### config.mk
export PLATFORM = sky130hd
export DESIGN_NAME = palette_nearest_color_match
export DESIGN_NICKNAME = d
export VERILOG_FILES = /design/src/rtl/pncm_pkg.sv /design/src/rtl/palette_nearest_color_match.sv /design/src/rtl/pncm_ctrl.sv /design/src/rtl/pncm_datapath.sv
export SDC_FILE = /design/constraint.sdc
export NUM_CORES = 2
export LEC_CHECK = 0
export CAP_MARGIN = 20
export CORE_MARGIN = 2
export CORE_UTILIZATION = 36
export DETAILED_ROUTE_END_ITERATION = 7
export DONT_BUFFER_PORTS = 1
export GPL_ROUTABILITY_DRIVEN = 0
export GPL_TIMING_DRIVEN = 1
export SLEW_MARGIN = 10
export SYNTH_ARGS = -nofsm -noshare
export SYNTH_HDL_FRONTEND = slang
export SYNTH_SLANG_ARGS = --single-unit
### constraint.sdc
create_clock -name i_clk -period 7.75 [get_ports i_clk]
set_input_delay 1.9375 -clock i_clk [delete_from_list [all_inputs] [get_ports i_clk]]
set_output_delay 1.9375 -clock i_clk [all_outputs]
set_load 0.02 [all_outputs]
### src/rtl/pncm_pkg.sv
// ----------------------------------------------------------------------------
// pncm_pkg
// shared widths, codes and controller/datapath interface types for the
// nearest palette colour match block
// ----------------------------------------------------------------------------
package pncm_pkg;

    // default table depth
    localparam int DEF_ENTRIES  = 64;

    // fixed field widths
    localparam int RGB_W        = 24;
    localparam int CHAN_W       = 8;
    localparam int SQ_W         = 2 * CHAN_W;
    localparam int DIST_W       = SQ_W + 2;
    localparam int COUNT_W      = 16;
    localparam int SLOT_FIELD_W = 6;
    localparam int ENTRY_W      = COUNT_W + RGB_W;

    // stream widths
    localparam int IN_DATA_W    = 24;
    localparam int OUT_DATA_W   = 48;
    localparam int OUT_USER_W   = 3;

    localparam logic [COUNT_W-1:0] COUNT_MAX = '1;

    // item kind codes
    typedef enum logic {
        KIND_ADD   = 1'b0,
        KIND_QUERY = 1'b1
    } t_kind;

    // result status codes
    typedef enum logic [1:0] {
        STATUS_OK    = 2'd0,
        STATUS_EMPTY = 2'd1,
        STATUS_FULL  = 2'd2
    } t_status;

    // controller to datapath commands
    typedef struct packed {
        logic load;    // capture the input item, restart the sweep
        logic issue;   // read the next slot into the distance pipeline
        logic commit;  // update the table and load the output register
    } t_cmd;

    // datapath to controller status
    typedef struct packed {
        logic empty;      // no slot filled
        logic last_addr;  // sweep address is the last filled slot
        logic busy;       // distance pipeline still holds reads
        logic out_free;   // output register can take a result
    } t_stat;

endpackage

### src/rtl/palette_nearest_color_match.sv
// ----------------------------------------------------------------------------
// palette_nearest_color_match
// palette table of distinct rgb colours with section counts; add items insert
// or count a colour, query items return the exact or nearest stored colour
// ----------------------------------------------------------------------------
//  channel  | dir | tdata (low bit up)                         | tuser
//  s_axis   | in  | color_rgb[23:0]                            | kind
//  m_axis   | out | match_rgb, match_slot, slot_sections, pad  | exact_hit, status
//
//  an item is accepted, then one shared squared-distance unit visits each filled
//  slot in turn through a single-port memory read, followed by a two-stage drain
//  and a commit step; on an empty table the sweep and the drain are skipped
//  reset is synchronous and active low; it empties the table via the fill count
//  a result waits in the output register while the next item is accepted; a
//  commit stalls only while that register is still full
// ----------------------------------------------------------------------------
module palette_nearest_color_match
    import pncm_pkg::*;
#(
    parameter int ENTRIES = DEF_ENTRIES
) (
    input  logic                  i_clk,
    input  logic                  i_rst_n,
    input  logic                  s_axis_tvalid,
    output logic                  s_axis_tready,
    input  logic [IN_DATA_W-1:0]  s_axis_tdata,   // color_rgb[23:0]
    input  logic                  s_axis_tuser,   // kind
    output logic                  m_axis_tvalid,
    input  logic                  m_axis_tready,
    output logic [OUT_DATA_W-1:0] m_axis_tdata,   // match_rgb[23:0], match_slot[29:24],
                                                  // slot_sections[45:30], zero[47:46]
    output logic [OUT_USER_W-1:0] m_axis_tuser    // exact_hit[0], status[2:1]
);

    t_cmd  cmd;
    t_stat stat;

    logic [RGB_W-1:0]        match_rgb;
    logic [SLOT_FIELD_W-1:0] match_slot;
    logic                    exact_hit;
    logic [COUNT_W-1:0]      slot_sections;
    logic [1:0]              status;

    // sequencing
    pncm_ctrl u_ctrl (
        .i_clk      (i_clk),
        .i_rst_n    (i_rst_n),
        .i_in_valid (s_axis_tvalid),
        .o_in_ready (s_axis_tready),
        .i_stat     (stat),
        .o_cmd      (cmd)
    );

    // table, distance unit and result register
    pncm_datapath #(
        .ENTRIES (ENTRIES)
    ) u_dp (
        .i_clk           (i_clk),
        .i_rst_n         (i_rst_n),
        .i_cmd           (cmd),
        .o_stat          (stat),
        .i_kind          (s_axis_tuser),
        .i_color         (s_axis_tdata[RGB_W-1:0]),
        .i_out_ready     (m_axis_tready),
        .o_out_valid     (m_axis_tvalid),
        .o_match_rgb     (match_rgb),
        .o_match_slot    (match_slot),
        .o_exact_hit     (exact_hit),
        .o_slot_sections (slot_sections),
        .o_status        (status)
    );

    // result packing
    assign m_axis_tdata = {2'b00, slot_sections, match_slot, match_rgb};
    assign m_axis_tuser = {status, exact_hit};

endmodule

### src/rtl/pncm_ctrl.sv
// ----------------------------------------------------------------------------
// pncm_ctrl
// controller: accepts an item, runs the slot sweep unless the table is empty,
// waits for the distance pipeline to drain, then commits the result
// ----------------------------------------------------------------------------
module pncm_ctrl
    import pncm_pkg::*;
(
    input  logic  i_clk,
    input  logic  i_rst_n,
    input  logic  i_in_valid,
    output logic  o_in_ready,
    input  t_stat i_stat,
    output t_cmd  o_cmd
);

    typedef enum logic [3:0] {
        S_IDLE   = 4'b0001,
        S_SWEEP  = 4'b0010,
        S_DRAIN  = 4'b0100,
        S_COMMIT = 4'b1000
    } t_state;

    t_state r_state, n_state;

    // state register
    always_ff @(posedge i_clk) begin
        if (!i_rst_n) begin
            r_state <= S_IDLE;
        end else begin
            r_state <= n_state;
        end
    end

    // next state and commands
    always_comb begin
        n_state      = r_state;
        o_cmd        = '0;
        o_in_ready   = 1'b0;
        unique case (r_state)
            S_IDLE: begin
                o_in_ready = 1'b1;
                if (i_in_valid) begin
                    o_cmd.load = 1'b1;
                    n_state    = i_stat.empty ? S_COMMIT : S_SWEEP;
                end
            end
            S_SWEEP: begin
                o_cmd.issue = 1'b1;
                if (i_stat.last_addr) begin
                    n_state = S_DRAIN;
                end
            end
            S_DRAIN: begin
                if (!i_stat.busy) begin
                    n_state = S_COMMIT;
                end
            end
            S_COMMIT: begin
                if (i_stat.out_free) begin
                    o_cmd.commit = 1'b1;
                    n_state      = S_IDLE;
                end
            end
            default: begin
                n_state = S_IDLE;
            end
        endcase
    end

endmodule

### src/rtl/pncm_datapath.sv
// ----------------------------------------------------------------------------
// pncm_datapath
// palette memory, fill count, sweep address, shared squared-distance unit,
// best-slot tracker and output register
// ----------------------------------------------------------------------------
module pncm_datapath
    import pncm_pkg::*;
#(
    parameter int ENTRIES = DEF_ENTRIES
) (
    input  logic                    i_clk,
    input  logic                    i_rst_n,
    input  t_cmd                    i_cmd,
    output t_stat                   o_stat,
    input  logic                    i_kind,
    input  logic [RGB_W-1:0]        i_color,
    input  logic                    i_out_ready,
    output logic                    o_out_valid,
    output logic [RGB_W-1:0]        o_match_rgb,
    output logic [SLOT_FIELD_W-1:0] o_match_slot,
    output logic                    o_exact_hit,
    output logic [COUNT_W-1:0]      o_slot_sections,
    output logic [1:0]              o_status
);

    localparam int SW = (ENTRIES > 1) ? $clog2(ENTRIES) : 1;
    localparam int UW = $clog2(ENTRIES + 1);

    // palette memory, {count, colour} per slot
    logic [ENTRY_W-1:0] r_mem [ENTRIES];

    logic               r_kind;
    logic [RGB_W-1:0]   r_color;
    logic [UW-1:0]      r_used;
    logic [SW-1:0]      r_addr;

    // pipeline stage 1: registered memory read
    logic               r_v1;
    logic [SW-1:0]      r_s1;
    logic [ENTRY_W-1:0] r_rd;

    // pipeline stage 2: channel squares
    logic               r_v2;
    logic [SW-1:0]      r_s2;
    logic [ENTRY_W-1:0] r_e2;
    logic [SQ_W-1:0]    r_sq [3];

    // best slot so far
    logic               r_best_vld;
    logic [DIST_W-1:0]  r_best_d;
    logic [SW-1:0]      r_best_slot;
    logic [ENTRY_W-1:0] r_best_e;

    // output register
    logic                    r_out_vld;
    logic [RGB_W-1:0]        r_o_rgb;
    logic [SLOT_FIELD_W-1:0] r_o_slot;
    logic                    r_o_exact;
    logic [COUNT_W-1:0]      r_o_count;
    logic [1:0]              r_o_status;

    logic [SQ_W-1:0]         sq [3];
    logic [DIST_W-1:0]       slot_d;
    logic                    take;
    logic                    hit;
    logic                    full;
    logic [COUNT_W-1:0]      best_cnt;
    logic [COUNT_W-1:0]      inc_cnt;
    logic [SW-1:0]           new_slot;

    // status to the controller
    assign full               = (r_used == UW'(ENTRIES));
    assign o_stat.empty       = (r_used == '0);
    assign o_stat.last_addr   = (UW'(r_addr) == r_used - UW'(1));
    assign o_stat.busy        = r_v1 | r_v2;
    assign o_stat.out_free    = !r_out_vld || i_out_ready;

    // channel squared differences of the slot just read
    always_comb begin
        logic [CHAN_W-1:0] a;
        logic [CHAN_W-1:0] b;
        logic [CHAN_W-1:0] d;
        for (int c = 0; c < 3; c++) begin
            a     = r_rd[c*CHAN_W +: CHAN_W];
            b     = r_color[c*CHAN_W +: CHAN_W];
            d     = (a > b) ? (a - b) : (b - a);
            sq[c] = d * d;
        end
    end

    // distance sum and strict compare keeps the lowest slot on ties
    assign slot_d = DIST_W'(r_sq[0]) + DIST_W'(r_sq[1]) + DIST_W'(r_sq[2]);
    assign take   = r_v2 && (!r_best_vld || slot_d < r_best_d);

    // commit-time values
    assign hit      = r_best_vld && (r_best_d == '0);
    assign best_cnt = r_best_e[RGB_W +: COUNT_W];
    assign inc_cnt  = (best_cnt == COUNT_MAX) ? best_cnt : best_cnt + COUNT_W'(1);
    assign new_slot = r_used[SW-1:0];

    // slot number masked to the result field width
    function automatic logic [SLOT_FIELD_W-1:0] slot_field(input logic [SW-1:0] s);
        logic [SW+SLOT_FIELD_W-1:0] wide;
        wide = (SW + SLOT_FIELD_W)'(s);
        return wide[SLOT_FIELD_W-1:0];
    endfunction

    // palette memory: sweep read and commit write
    always_ff @(posedge i_clk) begin
        if (i_cmd.issue) begin
            r_rd <= r_mem[r_addr];
        end
        if (i_cmd.commit && r_kind == KIND_ADD) begin
            if (hit) begin
                r_mem[r_best_slot] <= {inc_cnt, r_color};
            end else if (!full) begin
                r_mem[new_slot] <= {COUNT_W'(1), r_color};
            end
        end
    end

    // item capture, sweep address and pipeline payload
    always_ff @(posedge i_clk) begin
        if (i_cmd.load) begin
            r_kind  <= i_kind;
            r_color <= i_color;
        end
        if (i_cmd.load) begin
            r_addr <= '0;
        end else if (i_cmd.issue) begin
            r_addr <= r_addr + SW'(1);
        end
        r_s1 <= r_addr;
        r_s2 <= r_s1;
        r_e2 <= r_rd;
        for (int c = 0; c < 3; c++) begin
            r_sq[c] <= sq[c];
        end
        if (take) begin
            r_best_d    <= slot_d;
            r_best_slot <= r_s2;
            r_best_e    <= r_e2;
        end
    end

    // control: fill count, pipeline valids, best valid
    always_ff @(posedge i_clk) begin
        if (!i_rst_n) begin
            r_used     <= '0;
            r_v1       <= 1'b0;
            r_v2       <= 1'b0;
            r_best_vld <= 1'b0;
        end else begin
            r_v1 <= i_cmd.issue;
            r_v2 <= r_v1;
            if (i_cmd.load) begin
                r_best_vld <= 1'b0;
            end else if (take) begin
                r_best_vld <= 1'b1;
            end
            if (i_cmd.commit && r_kind == KIND_ADD && !hit && !full) begin
                r_used <= r_used + UW'(1);
            end
        end
    end

    // output register
    always_ff @(posedge i_clk) begin
        if (!i_rst_n) begin
            r_out_vld <= 1'b0;
        end else if (i_cmd.commit) begin
            r_out_vld <= 1'b1;
        end else if (i_out_ready) begin
            r_out_vld <= 1'b0;
        end
    end

    always_ff @(posedge i_clk) begin
        if (i_cmd.commit) begin
            r_o_rgb    <= '0;
            r_o_slot   <= '0;
            r_o_exact  <= 1'b0;
            r_o_count  <= '0;
            r_o_status <= STATUS_OK;
            if (r_kind == KIND_ADD) begin
                if (hit) begin
                    r_o_rgb   <= r_color;
                    r_o_slot  <= slot_field(r_best_slot);
                    r_o_exact <= 1'b1;
                    r_o_count <= inc_cnt;
                end else if (!full) begin
                    r_o_rgb   <= r_color;
                    r_o_slot  <= slot_field(new_slot);
                    r_o_count <= COUNT_W'(1);
                end else begin
                    r_o_status <= STATUS_FULL;
                end
            end else begin
                if (r_best_vld) begin
                    r_o_rgb   <= r_best_e[RGB_W-1:0];
                    r_o_slot  <= slot_field(r_best_slot);
                    r_o_exact <= hit;
                    r_o_count <= best_cnt;
                end else begin
                    r_o_status <= STATUS_EMPTY;
                end
            end
        end
    end

    assign o_out_valid     = r_out_vld;
    assign o_match_rgb     = r_o_rgb;
    assign o_match_slot    = r_o_slot;
    assign o_exact_hit     = r_o_exact;
    assign o_slot_sections = r_o_count;
    assign o_status        = r_o_status;

endmodule

# After elaboration in Yosys (flattened, before gate mapping)
# Memory sizes are Yosys's and may differ from the RTL's. A register that Yosys moved wholly into a read port is not among the register bits.
# Index checks and enable logic that the tools add are counted.
# totals
reg_bits	211
ramBits	2608
inputBits	29
wordCells	118
mem_count	2
# op_classes
add_sub_neg	12
multipliers	3
magnitude_cmp	4
n_eq_ne	11
n_mux	46
bitwise	3
n_reduce_logical	17
# memory_table
memory	words	word_bits	rd	rd_clocked_by_memory_dff	write_ports	line_no	text
u_dp.r_mem	64	40	1	1	1	pncm_datapath.sv:30	logic [ENTRY_W-1:0] r_mem [ENTRIES];
u_dp.r_sq	3	16	3	0	3	pncm_datapath.sv:46	logic [SQ_W-1:0] r_sq [3];
# ops
op	count
24-bit two-way mux	4
16-bit two-way mux	4
8-bit by 8-bit multiplier with 16-bit output	3
8-bit subtractor	6
40-bit two-way mux	1
40-bit OR reduction	1
6-bit two-way mux	5
8-bit > comparator	3
8-bit two-way mux	3
1-bit two-way mux	20
4-bit two-way mux	5
18-bit by 16-bit adder with 18-bit output	1
18-bit logical NOT	1
18-bit less-than comparator	1
16-bit by 16-bit adder with 17-bit output	1
16-bit by 1-bit adder with 16-bit output (second input constant)	1
16-bit equality test (second input constant)	1
4-bit one-hot mux with 4 select lines	1
2-bit != test (second input constant)	4
7-bit by 1-bit adder with 7-bit output (second input constant)	1
6-bit by 7-bit equality test with 1-bit output	1
7-bit equality test (second input constant)	1
7-bit logical NOT	1
7-bit by 1-bit subtractor with 7-bit output (second input constant)	1
other kinds (14)	25

# Depth between registers and ports, before layout
# depth
word_depth	9
mapped_depth	30
depth_no_buf	28

# Cells and area by module
# A second synthesis with hierarchy kept.
# hier_totals
hier_cells	5388
area_unflattened_um2	115032.8
# by_module_without_submodules
mod	instances	cells_each	area_each_um2	seq_area_each_um2
pncm_datapath	1	5347	114667.5	84501.0
pncm_ctrl	1	37	339.1	80.1
palette_nearest_color_match	1	4	26.3	0.0

# Worst setup path before layout
# Ideal clock, no wire load.
# synth_path
path_type	reg2reg
startpoint	memory u_dp.r_sq[0][3] (netlist name)
endpoint	register u_dp.r_best_d[0] (enable)
setup_ps	507
t_arrival_ps	7189
slack_ps	54
path_stages_with_launch	20
n_path_buf	0
period_less_slack_ps	7696
cell_sequence	dfxtp_1 ha_1 a211oi_1 nor2_1 o41a_1 o31a_1 o41ai_4 xnor2_1 ha_1 a21o_1 a21oi_1 nand2_1 a21oi_1 xor2_1 ha_1 a2111oi_0 o21ai_0 nor3_1 o211ai_1 a21oi_1
# synth_rtl
item	line_no	text
start: declaration	pncm_datapath.sv:46	
end signal: assignment	pncm_datapath.sv:140	r_best_d <= slot_d;
end: declaration	pncm_datapath.sv:50	logic [DIST_W-1:0] r_best_d;

==> run metrics <==
total power divided by cell area=293 nW/um2; layout net count=5946; Logic pwr share=19.0%; post-CTS setup buffer count=0; wire length per cell=28.0 um; leakage power=40.8 nW; Pre-antenna DRT Iters=7; Initial Util=36.2%; count of cell types in the netlist=76; root buf cell=clkbuf_16; clock share of power=35.8%; hold path depth=0; Residual DRC=0; final global-route overflow total=0; final WL=282000 um; Worst-Margin Slew=1.17 ns; largest net degree at the start of global routing=134; fin crit share=88.4%; TritonCTS Buffers=287; Max-Cap Viols=0; Seq/Total Area, Yosys=73.3%; gate count after technology mapping=5439; Final Max Slew Viols=0; setup ws final=0.900 ns; area leader, netlist=edfxtp_1; Crit Path Max Fanout=11; vias=54800; setup TNS=0 ns; final hold violations=0; unrepaired setup endpoints after global routing=no; internal power=28.4 mW; Mapped Avg Cell Area=21.2 um2; Tmin final=6.85 ns; Yosys warning count=0; final setup vio count=0; Critical R2R Launch=u_dp.r_rd[16]; input/output buffers=0; Syn-to-layout area delta=13.7%; Detailed Place HPWL=160000 um; Worst EP required=8.53 ns; most frequent cells after synthesis=edfxtp_1 (2738), mux4_2 (840), inv_1 (236); total track usage=17.2%; sequential share of power=45.2%; Max VDD drop=0.369 mV; final hold slack=0.320 ns; FMAX=146 MHz; clk_lat worst skew=0.86 ns; Die H=570 um; worst hold path type=flop to flop; Sw Ratio=26.2%; Critical Path End Type=flop; num ports=82; Die X=570 um; worst setup path end=u_dp.r_sq[0][45]; Async SR Flop Fraction=0%; Core Util, Final=41.2%; H-tree level count=5; Reg clk slew, reported paths=0.06 ns; Initial DRC Count=5985; number of global-route vias before repair=55800; net switching power=10.1 mW; Post-CTS Hold Buffers=0; Clock Tree Buf Depth=4; run status=finished, violations left; Sinks on Clock Net=2856; Vias per Instance=5.45; Synth Cell Area=115000 um2; CORE AREA=318000 um2; share of the synthesized area in the top cell type=71.3%; Final ANT Viol Nets=1; Post-synth EDFFs=2738; crit path from=u_dp.r_rd[16]; Rows=207; share of cells above drive strength 1=26.5%; post-synthesis register bit count=2856; Final Skew=0.0563 ns; CP Class=flop to flop; Post-CTS Resized=0; flop2flop setup slack=0.90 ns; Rel. slew slack=21.4%; first-pass GRT wire length=405000 um; initial antenna violation count=36; failing checks=antenna violations; CP Launch Type=flop; Area contributors post-synth=edfxtp_1 (71%), mux4_2 (16%), dfxtp_1 (2.0%), ha_1 (2.0%), fa_1 (1.4%); worst r2r dst=u_dp.r_sq[0][45]; setup slack at placement=0.952 ns; ys flop type=edfxtp_1; worst-case reg-to-reg path depth=25; Arrival @ worst endpoint=7.63 ns; most common cell in the netlist=edfxtp_1; TritonCTS clock tree=done; Die Area=325000 um2
-- registers in the layout (all words and copies together), names as in the netlist, 7 cells and up --
signal,flops
u_dp.r_best_d,18
u_dp.r_e2,40
u_dp.o_match_rgb,24
u_dp.r_used,7
u_dp.r_rd,40
u_dp.r_color,24
u_dp.r_best_e,40
u_dp.o_slot_sections,16
u_dp.r_sq,45
u_dp.r_mem,2560
-- area by class of cell --
class                      instances  area (um2)
fill                           27300      187000
sequential                      2856       84600
multi-input combinational       2102       29500
clock buffer                     340        7620
tap                             4180        5230
clock inverter                   162        1640
timing repair buffer             167        1610
inverter                         236         886
antenna                           11        27.5
-- how the worst min path moves through the flow --
stage	startpoint	to	slack, ns
after floorplan	u_dp.r_s1[0]	u_dp.r_s2[0]	0.31
after global placement	u_dp.r_s1[2]	u_dp.r_s2[2]	0.31
after detailed placement	u_dp.r_s1[1]	u_dp.r_s2[1]	0.31
after CTS	u_dp.r_s1[1]	u_dp.r_s2[1]	0.33
after global routing	u_dp.r_s1[4]	u_dp.r_s2[4]	0.33
final	u_dp.r_s1[4]	u_dp.r_s2[4]	0.32
-- per-layer routing --
metal  routed length (um)  GRT usage [%]
met4                 4960           3.69
met2               139000           28.5
met1               118000           23.7
met5                   69              0
met3                19600           3.01
-- cell families (layout without fill, tap and decap cells) --
logic type / count (synthesis) / in the layout / synth area share, %
and+or+nand+nor: 538 / 538 / 2.20
DFF: 2856 / 2856 / 73.3
buffers and inverters: 482 / 905 / 1.68
muxes: 864 / 864 / 16.6
xor gates and xnor gates: 120 / 120 / 0.911
other: 1 / 13 / 0.00325
adders and majority gates: 267 / 267 / 3.43
AOI/OAI and AO/OA: 311 / 311 / 1.83
-- metrics by stage --
step | total power [mW] | cell area (um2) | cells
2_1_floorplan | 23.4 | 115000 | 5440
3_3_place_gp | 24.9 | 122000 | 9535
3_5_place_dp | 25.1 | 122000 | 9537
4_1_cts | 38.9 | 131000 | 10000
5_1_grt | 40.4 | 131000 | 10000
6_report | 38.5 | 131000 | 10100
-- worst max-delay path, stage by stage (launching register included) --
cell and delay [ns]:
edfxtp_1 0.41, inv_1 0.08, ha_1 0.16, inv_1 0.05, fa_1 0.40, a211o_1 0.32, a2111o_1 0.39, a31oi_2 0.24
nor2_2 0.13, mux2i_1 0.17, xnor2_1 0.73, nor2_1 0.19, fa_1 0.54, fa_1 0.50, inv_1 0.05, fa_1 0.44
fa_1 0.49, inv_1 0.04, ha_1 0.34, nor3_1 0.19, nor2_1 0.07, a31oi_1 0.25, nor2b_1 0.08, o21ai_0 0.18
nor2b_1 0.18, xnor2_1 0.12
-- placed cells by master (no fill, tap or decap), types with 23 or more instances in the layout --
| cell type | n |
|---|---|
| inv_1 | 235 |
| clkinv_2 | 45 |
| mux4_2 | 840 |
| nand2_1 | 91 |
| edfxtp_1 | 2738 |
| nand3_1 | 37 |
| mux2i_1 | 23 |
| ha_1 | 185 |
| xnor2_1 | 81 |
| a21oi_1 | 77 |
| a22o_1 | 25 |
| fa_1 | 82 |
| buf_12 | 27 |
| nor2b_1 | 26 |
| xor2_1 | 39 |
| bufinv_16 | 27 |
| a21o_1 | 23 |
| nor2_4 | 72 |
| dfxtp_1 | 112 |
| o21ai_0 | 60 |
| clkinv_1 | 49 |
| nor2_1 | 145 |
| nor3_1 | 43 |
| clkbuf_1 | 38 |
| buf_4 | 137 |
| clkbuf_16 | 295 |
-- power groups by stage --
stage               Clock [mW]  Combinational (mW)  Sequential [mW]
finish                    13.8                7.30             17.4
CTS                       14.1                7.39             17.4
global route              14.6                8.32             17.4
floorplan                    0                5.55             17.8
global placement             0                7.19             17.7
detailed placement           0                7.34             17.7
No activity file was read; power rests on OpenSTA's default activity.
